[config.mk]
export PLATFORM = sky130hd
export DESIGN_NAME = ect_queue
export DESIGN_NICKNAME = d
export VERILOG_FILES = /design/src/rtl/ect_queue.sv
export SDC_FILE = /design/constraint.sdc
export NUM_CORES = 1
export LEC_CHECK = 0
export BUFFER_PORTS_ARGS = -buffer_cell sky130_fd_sc_hd__buf_2
export CORE_AREA = 2 2 39 41
export DETAILED_ROUTE_END_ITERATION = 12
export DIE_AREA = 0 0 41 43
export GPL_ROUTABILITY_DRIVEN = 0
export PLACE_DENSITY = 0.3
export SLEW_MARGIN = 20
export SYNTH_ARGS = -nofsm -noshare
export SYNTH_HDL_FRONTEND = slang
export SYNTH_SLANG_ARGS = --single-unit
export TNS_END_PERCENT = 50
[constraint.sdc]
create_clock -name clk -period 1.65 [get_ports clk]
set_input_delay 0.2475 -clock clk [delete_from_list [all_inputs] [get_ports clk]]
set_output_delay 0.2475 -clock clk [all_outputs]
set_load 0.005 [all_outputs]
[src/rtl/ect_queue.sv]
`default_nettype none
module ect_queue (
  input  wire logic clk,
  input  wire logic rst,
  input  wire logic push,
  input  wire logic pop,
  output logic      pending
);
  logic [1:0] count;

  assign pending = (count != 2'd0);

  always_ff @(posedge clk) begin
    if (rst) begin
      count <= 2'd0;
    end else begin
      case ({push, pop && pending})
        2'b10:   count <= (count == 2'd2) ? count : count + 2'd1;
        2'b01:   count <= count - 2'd1;
        default: count <= count;
      endcase
    end
  end

endmodule
`default_nettype wire

==> results.json <==
{
  "ys_seq_area_share_pct": 33.3,
  "drtIter0Drc": 6,
  "synth_area_um2": 120,
  "synth_seq_cells": 2,
  "drv_slew": 0,
  "start_kind": "register",
  "fin_crit_sh_pct": 74.8,
  "area_growth_pct": 52.1,
  "path_class": "reg -> out",
  "final_core_utilization_pct": 13.2,
  "critPathMaxFanout": 6,
  "viasPerCell": 3.14,
  "regMostFlops": "count",
  "grt_util_all_layers_pct": 4.70,
  "setup_viol_count_final": 0,
  "antenna_found_initial": 0,
  "postRouteWirelength_um": 251,
  "postCtsHoldBufs": 0,
  "fmax_mhz": 810,
  "grt_max_degree": 7,
  "cts-root-buf": "clkbuf_4",
  "postSynthCellCount": 14,
  "hp-class": "in -> reg",
  "die-area_um2": 1760,
  "post_cts_buffers": 0,
  "drive_gt1_share_pct": 47.6,
  "grt_overflow": 0,
  "timing.setup.tns_ns": 0,
  "fin_nets": 27,
  "grt_pass1_vias": 117,
  "core_um2": 1380,
  "p_leak_nw": 0.0755,
  "worstPathArrival_ns": 0.99,
  "portBuffers": 4,
  "cts.path.max_buffers": 2,
  "worstMarginPinSlew_ns": 0.158,
  "clk_pin_slew_ns": 0.03,
  "ys_types": 11,
  "start_util_pct": 8.68,
  "skew_ns": 0.00182,
  "synth_nets": 18,
  "synth_area_per_cell_um2": 8.58,
  "layout.cells.most_common": "buf_2",
  "rows": 14,
  "io_pins": 5,
  "nFillCells": 159,
  "slew_headroom_pct": 89.2,
  "fp.dieH_um": 43,
  "vdd_drop_max_mv": 0.272,
  "rsz0062_at_grt": "no",
  "cts_resized": 0,
  "status": "complete, no violations",
  "wl_per_cell_um": 6.78,
  "clk_latency_ns": 0.22,
  "grt_first_pass_wirelength_um": 469,
  "route.vias.total": 116,
  "final_hold_viol_count": 0,
  "largest_reg_flops": 2,
  "htreeDepth": 1,
  "powerDensity_nw_per_um2": 1030,
  "drv_cap": 0,
  "yosysWarnings": 0,
  "dr.pass1.iters": 4,
  "worstSetupEndpointType": "primary output",
  "cts_tree": "done",
  "cp.required_ns": 1.40,
  "layout_min_cycle_time_ns": 1.23,
  "cts_buffers": 3,
  "largestRegisters": "count (2)",
  "cts_num_sinks": 2,
  "drc": 0,
  "antennaDiodeCount": 0,
  "die_w_um": 41,
  "final_cell_mix": "buf_2, a21oi_1, clkbuf_4, dfxtp_1",
  "antenna_left": 0
}
==> cells by family after synthesis <==
logic type,synth area share [%]
multiplexers,8.33
AO/OA/AOI/OAI,18.7
AND/OR/NAND/NOR,32.3
flip-flops,33.3
XOR/XNOR,7.29
==> per-stage QoR <==
step	instances	area, µm²	power (W)	worst slack, ns	hold WS (ns)
final	37	183	0.000188	0.415	0.221
after global routing	37	183	0.000208	0.379	0.221
after CTS	37	183	0.000198	0.404	0.208
after detailed placement	34	160	0.0000816	0.651	0.447
after global placement	34	160	0.0000804	0.661	0.443
after floorplan	14	120	0.0000707	0.782	0.317
==> worst max-delay path, stage by stage (launching register included) <==
cell and delay [ns]:
dfxtp_1 0.34, or2_2 0.30, buf_2 0.13
==> synth_stat cells <==
master	instances	area, µm²
nand2_1	1	3.75
nor2_1	1	3.75
xor2_1	1	8.76
nor2b_2	1	8.76
dfxtp_1	2	40.0
o21a_1	1	7.51
mux2i_1	1	10.0
nor3_2	1	10.0
a21oi_1	3	15.0
or2_2	1	6.26
nand2b_1	1	6.26
==> final cells by class <==
type / count / area, µm² / share of cell area [%]
Multi-Input combinational cell: 12 / 80.1 / 43.8
Tap cell: 16 / 20.0 / 11.0
Sequential cell: 2 / 40.0 / 21.9
Timing Repair Buffer: 4 / 20.0 / 11.0
Clock buffer: 3 / 22.5 / 12.3
==> per-layer routing <==
| metal | vias up | share of wire [%] | track usage, % |
|---|---|---|---|
| met4 | 0 | 0 | 6.00 |
| met2 | 7 | 33 | 4.38 |
| li1 | 64 | - | - |
| met5 | - | 0 | 0 |
| met3 | 0 | 20 | 4.71 |
| met1 | 45 | 48 | 4.78 |
==> path summary, 6_finish.rpt <==
check,from,to,slack [ns],cells past startpoint
worst min-delay path,rst,count[1],0.22,2
worst max-delay path,count[1],pending,0.42,2
worst min register to register,count[0],count[0],0.55,1
worst max register to register,count[1],count[1],0.86,3
==> where the power goes <==
group / internal [W] / switching, W
clock network: 0.0000802 / 0.0000272
registers: 0.0000520 / 0.00000380
logic: 0.0000137 / 0.0000114
total: 0.000146 / 0.0000424
Power figures use the tool's default switching activity.
