[src/rtl/ect_pkg.sv]
`default_nettype none
package ect_pkg;

  localparam int IMAGE_SIDE  = 80;
  localparam int TRACE_STEPS = 100;
  localparam int NPIX        = IMAGE_SIDE * IMAGE_SIDE;
  localparam int AW          = $clog2(NPIX);
  localparam int CW          = 7;
  localparam int STEP_W      = $clog2(TRACE_STEPS);
  localparam int INNER_LO    = 2;
  localparam int INNER_HI    = IMAGE_SIDE - 3;
  localparam int CENTER_COL  = IMAGE_SIDE / 2;
  localparam int AHEAD_ROW   = IMAGE_SIDE - 10;
  localparam int DEFAULT_POS = 40;
  localparam int XW          = 26;
  localparam int ZW          = 20;
  localparam int Z_MAX       = 900 * 256;

  localparam logic [1:0] EDGE_NONE = 2'd0;
  localparam logic [1:0] EDGE_OPEN = 2'd1;
  localparam logic [1:0] EDGE_MARK = 2'd2;

  localparam logic [1:0] REG_FOLLOW_SIDE = 2'd0;
  localparam logic [1:0] REG_SCAN_START  = 2'd1;
  localparam logic [1:0] REG_MIN_GAP     = 2'd2;

  localparam logic [2:0] DIR_START = 3'd6;

  typedef struct packed {
    logic          en;
    logic [AW-1:0] addr;
    logic [1:0]    data;
  } wr_req_t;

  typedef struct packed {
    logic          follow_side;
    logic [CW-1:0] scan_start_row;
    logic [CW-1:0] min_gap;
  } cfg_t;

  typedef enum logic [3:0] {
    ST_IDLE, ST_SCAN_INIT, ST_SCAN_RD, ST_SCAN_WT, ST_SCAN_EVAL,
    ST_MARK_L, ST_MARK_R, ST_TRACE_RD, ST_TRACE_WT, ST_CORDIC_INIT,
    ST_CORDIC, ST_FINISH
  } back_state_t;

  function automatic logic [AW-1:0] addr_of(input logic [CW-1:0] row,
                                            input logic [CW-1:0] col);
    logic [AW-1:0] prod;
    prod = AW'(row) * AW'(IMAGE_SIDE);
    return prod + AW'(col);
  endfunction

  function automatic logic [CW-1:0] step_dr(input logic [2:0] d);
    logic [CW-1:0] v;
    case (d)
      3'd0, 3'd1, 3'd7: v = {CW{1'b1}};
      3'd3, 3'd4, 3'd5: v = CW'(1);
      default:          v = '0;
    endcase
    return v;
  endfunction

  function automatic logic [CW-1:0] step_dc(input logic [2:0] d);
    logic [CW-1:0] v;
    case (d)
      3'd1, 3'd2, 3'd3: v = CW'(1);
      3'd5, 3'd6, 3'd7: v = {CW{1'b1}};
      default:          v = '0;
    endcase
    return v;
  endfunction

  // atan(2^-i), tenths of a degree, Q8
  function automatic logic signed [ZW-1:0] atan_q8(input logic [3:0] i);
    logic signed [ZW-1:0] v;
    case (i)
      4'd0:  v = ZW'(115200);
      4'd1:  v = ZW'(68007);
      4'd2:  v = ZW'(35933);
      4'd3:  v = ZW'(18240);
      4'd4:  v = ZW'(9155);
      4'd5:  v = ZW'(4582);
      4'd6:  v = ZW'(2292);
      4'd7:  v = ZW'(1146);
      4'd8:  v = ZW'(573);
      4'd9:  v = ZW'(286);
      4'd10: v = ZW'(143);
      4'd11: v = ZW'(72);
      4'd12: v = ZW'(36);
      4'd13: v = ZW'(18);
      4'd14: v = ZW'(9);
      default: v = ZW'(4);
    endcase
    return v;
  endfunction

endpackage
`default_nettype wire

[src/rtl/ect_front.sv]
`default_nettype none
module ect_front (
  input  wire logic            clk,
  input  wire logic            rst,
  input  wire logic            accept,
  input  wire logic            pixel,
  output ect_pkg::wr_req_t     wr_req,
  output logic                 frame_done
);
  import ect_pkg::*;

  logic [CW-1:0]         cur_row;
  logic [CW-1:0]         cur_col;
  logic [IMAGE_SIDE-1:0] line_sr;  // [k] = pixel received k+1 requests ago
  logic [CW-1:0]         e_row;
  logic                  inner;
  logic                  is_edge;

  // edge of the pixel one row above: it differs from its right or lower neighbor
  assign e_row   = cur_row - CW'(1);
  assign inner   = (e_row >= CW'(INNER_LO)) && (e_row <= CW'(INNER_HI)) &&
                   (cur_col >= CW'(INNER_LO)) && (cur_col <= CW'(INNER_HI));
  assign is_edge = (line_sr[IMAGE_SIDE-1] != line_sr[IMAGE_SIDE-2]) ||
                   (line_sr[IMAGE_SIDE-1] != pixel);

  always_comb begin
    wr_req.en   = accept && (cur_row != '0);
    wr_req.addr = addr_of(e_row, cur_col);
    wr_req.data = (inner && is_edge) ? EDGE_OPEN : EDGE_NONE;
  end

  assign frame_done = accept && (cur_row == CW'(IMAGE_SIDE - 1)) &&
                      (cur_col == CW'(IMAGE_SIDE - 1));

  always_ff @(posedge clk) begin
    if (accept) begin
      line_sr <= {line_sr[IMAGE_SIDE-2:0], pixel};
    end
  end

  always_ff @(posedge clk) begin
    if (rst) begin
      cur_row <= '0;
      cur_col <= '0;
    end else if (accept) begin
      if (cur_col == CW'(IMAGE_SIDE - 1)) begin
        cur_col <= '0;
        cur_row <= (cur_row == CW'(IMAGE_SIDE - 1)) ? '0 : cur_row + CW'(1);
      end else begin
        cur_col <= cur_col + CW'(1);
      end
    end
  end

endmodule
`default_nettype wire

[config.mk]
export PLATFORM = sky130hd
export DESIGN_NAME = ect_front
export DESIGN_NICKNAME = d
export VERILOG_FILES = /design/src/rtl/ect_pkg.sv /design/src/rtl/ect_front.sv
export SDC_FILE = /design/constraint.sdc
export NUM_CORES = 1
export LEC_CHECK = 0
export CAP_MARGIN = 20
export CORE_MARGIN = 2
export CORE_UTILIZATION = 34
export CTS_BUF_LIST = sky130_fd_sc_hd__clkbuf_4
export DETAILED_ROUTE_END_ITERATION = 12
export DONT_BUFFER_PORTS = 1
export GPL_TIMING_DRIVEN = 0
export PLACE_DENSITY = 0.46
export SYNTH_ARGS = -nofsm -noshare
export SYNTH_HDL_FRONTEND = slang
export SYNTH_SLANG_ARGS = --single-unit
[constraint.sdc]
create_clock -name clk -period 4.5 [get_ports clk]
set_input_delay 0.225 -clock clk [delete_from_list [all_inputs] [get_ports clk]]
set_output_delay 0.225 -clock clk [all_outputs]
set_load 0.005 [all_outputs]
==> results.py <==
metrics = {
    "setup_path": {
        "critPathKind": "reg2out",
        "crit_slowest_cell": "dfxtp_1",
        "path_delay_family": "adder cells",
        "critPathCaptureType": "primary output",
        "cp_num_buf_inv": 2,
        "cp-start-kind": "flip-flop",
        "cp_cell_sequence": "inv_1 > ha_1 > xnor2_1 > inv_1 > ha_1 > ha_1 > fa_1 > a21o_1 > a21oi_1 > xnor2_1 > nand3b_1 > xnor2_1",
        "slowest_delay_ps": 550,
        "worst_ep_required_time_ps": 4280,
        "path_max_fanout": 6,
        "cp.arrival_ps": 3590,
    },
    "clock_network": {
        "clockBufferDepth": 2,
        "cts_root_buf": "clkbuf_4",
        "post_cts_buffers": 0,
        "cts_buffers": 9,
        "clk_latency_ps": 430,
        "clkTransAtPathRegs_ps": 160,
        "cts_max_level": 3,
        "cts_resized": 0,
        "cts_hold_buf": 3,
        "cts_tree": "built",
        "clock_sinks": 94,
    },
    "timing": {
        "setup_tns_ps": 0,
        "timing.hold.ws_ps": 193,
        "tightest_slew_ps": 558,
        "slew_headroom": 0.618,
        "setup_viol": 0,
        "fin_crit_sh": 0.849,
        "post-route-min-period_ps": 3820,
        "drv_slew": 0,
        "hold_viol_final": 0,
        "finClkSkew_ps": 20.3,
        "rsz0062_at_grt": "no",
        "fmax_ghz": 0.262,
    },
    "logic_synthesis": {
        "synth_cell_types": 48,
        "synthCells": 254,
        "syn_nets": 276,
        "yosys-top-cells-count": "edfxtp_1, nor2_1, ha_1, xnor2_1, dfxtp_1",
        "syn-mean-instance-area_um2": 15.3,
        "ys_seq_elements": 94,
        "synthTopCellsByArea": "edfxtp_1, dfxtp_1, ha_1",
        "ys.flop_type": "edfxtp_1",
        "ys_warn_count": 0,
        "synth_most_common_cell": "edfxtp_1",
        "syn_area_um2": 3900,
        "synth_edf_count": 80,
        "synth_area_leader_cell": "edfxtp_1",
        "synth_top_area_frac": 0.616,
        "ys_async_sr_fraction": 0,
        "seq_area_frac_synth": 0.688,
    },
    "floorplan": {
        "rows": 39,
        "initial_utilization": 0.344,
        "die_area_um2": 12300,
        "die_w_um": 111,
        "ios": 21,
        "die_h_um": 111,
        "coreArea_um2": 11300,
    },
    "worst_hold_path": {
        "hp-class": "in2reg",
    },
    "layout": {
        "finalNetCount": 291,
        "fin_area_um2": 4290,
        "drive_above_1_share": 0.139,
        "n_antenna_cell": 0,
        "area_growth_pct": 10.1,
        "multi_input_area_um2": 1070,
        "seqCellArea_um2": 2680,
        "fill_cells": 1085,
    },
    "global_route": {
        "grt_max_degree": 81,
        "grt_pass1_wl_mm": 9.52,
        "antenna_found_initial": 0,
        "grt_overflow": 0,
        "grt_pass1_vias": 1862,
        "track_usage": 0.0981,
    },
    "drt": {
        "first_pass_iters": 4,
        "dr_total_vias": 1921,
        "vias_per_cell": 4.61,
        "wl_mm": 5.78,
        "drc": 0,
        "drt_iter0_markers": 145,
        "wl_per_cell_um": 13.9,
        "ant_nets": 0,
    },
    "power_and_ir_drop": {
        "leakagePower_nw": 1.60,
        "max-vdd-ir-drop_mv": 0.216,
        "powerDensity_nw_per_um2": 355,
    },
    "place": {
        "placed_area_um2": 4080,
        "place_congestion": 0.709,
        "numPortBuffers": 0,
        "hpwl_mm": 3.49,
    },
    "job": {
        "maxCapViolations": 0,
    },
    "outcome": {
        "status": "completed",
    },
}
[worst paths after layout]
kind                            slack, ps  depth (start not counted)                    start                 endpoint
worst min register to register        420                          0    line_sr[70]$_DFFE_PP_    line_sr[71]$_DFFE_PP_
worst max-delay path                  680                         12  cur_row[0]$_SDFFE_PP0P_               wr_req[14]
worst max register to register       2610                          6  cur_col[1]$_SDFFE_PP0P_  cur_row[4]$_SDFFE_PP0P_
worst min-delay path                  190                          2                      rst  cur_col[4]$_SDFFE_PP0P_
[metal layers]
metal / routed length [um] / GRT usage / up-vias
met5: 0 / 0 / -
met4: 77 / 0.0395 / 0
met3: 166 / 0.0301 / 7
met2: 2420 / 0.135 / 24
met1: 3120 / 0.145 / 933
li1: - / - / 957
[worst reg2reg max path, stage by stage (launching register included)]
cell	delay, ps
dfxtp_1	490
ha_1	240
nand4_2	320
nor3_4	270
and3_1	250
or2_2	180
nor2_1	60
[final cells by class]
class | instances | area share
multi-input combinational | 140 | 0.249
inverter | 7 | 0.00612
clock inverter | 7 | 0.0207
buffer | 13 | 0.0280
timing repair buffer | 4 | 0.0134
sequential | 94 | 0.625
clock buffer | 9 | 0.0157
tap | 143 | 0.0417
[report_power, final]
group	leakage [nW]	internal (mW)	switching [mW]	total [mW]
registers	0.896	0.992	0.0154	1.01
clock network	0.0860	0.183	0.299	0.482
logic	0.615	0.0131	0.0224	0.0356
total	1.60	1.19	0.336	1.52
[registers in the layout, summed over array words and instances (netlist names)]
register	count
line_sr	80
cur_col	7
cur_row	7
[metrics by stage]
stage / cells / util / power, mW / worst slack [ps]
2_1_floorplan: 254 / - / 1.04 / 1570
3_3_place_gp: 397 / 0.360 / 1.05 / 1210
3_5_place_dp: 397 / 0.360 / 1.04 / 1140
4_1_cts: 416 / 0.378 / 1.54 / 636
5_1_grt: 417 / 0.379 / 1.59 / 395
6_report: 417 / 0.379 / 1.52 / 680
[placed cells by master (no fill, tap or decap), types with 4 or more instances in the layout]
master	count
a21oi_1	9
buf_4	6
clkbuf_4	9
clkbuf_8	4
dfxtp_1	14
edfxtp_1	80
ha_1	16
inv_1	7
nand2_1	9
nand3_1	4
nor2_1	17
nor2b_1	5
o21ai_0	7
xnor2_1	16
xor2_1	10
[cells by family (layout without fill, tap and decap cells)]
logic type      after synthesis  count (layout)  synth area share
flops                        94              94             0.688
simple gates                 63              63            0.0960
compound gates               28              28            0.0456
xor+xnor                     27              27            0.0626
buf+inv                      20              40            0.0375
fa+ha+maj                    18              18            0.0616
mux                           3               3           0.00770
other cells                   1               1          0.000962
Note: power is estimated with default switching activity, not from simulation.
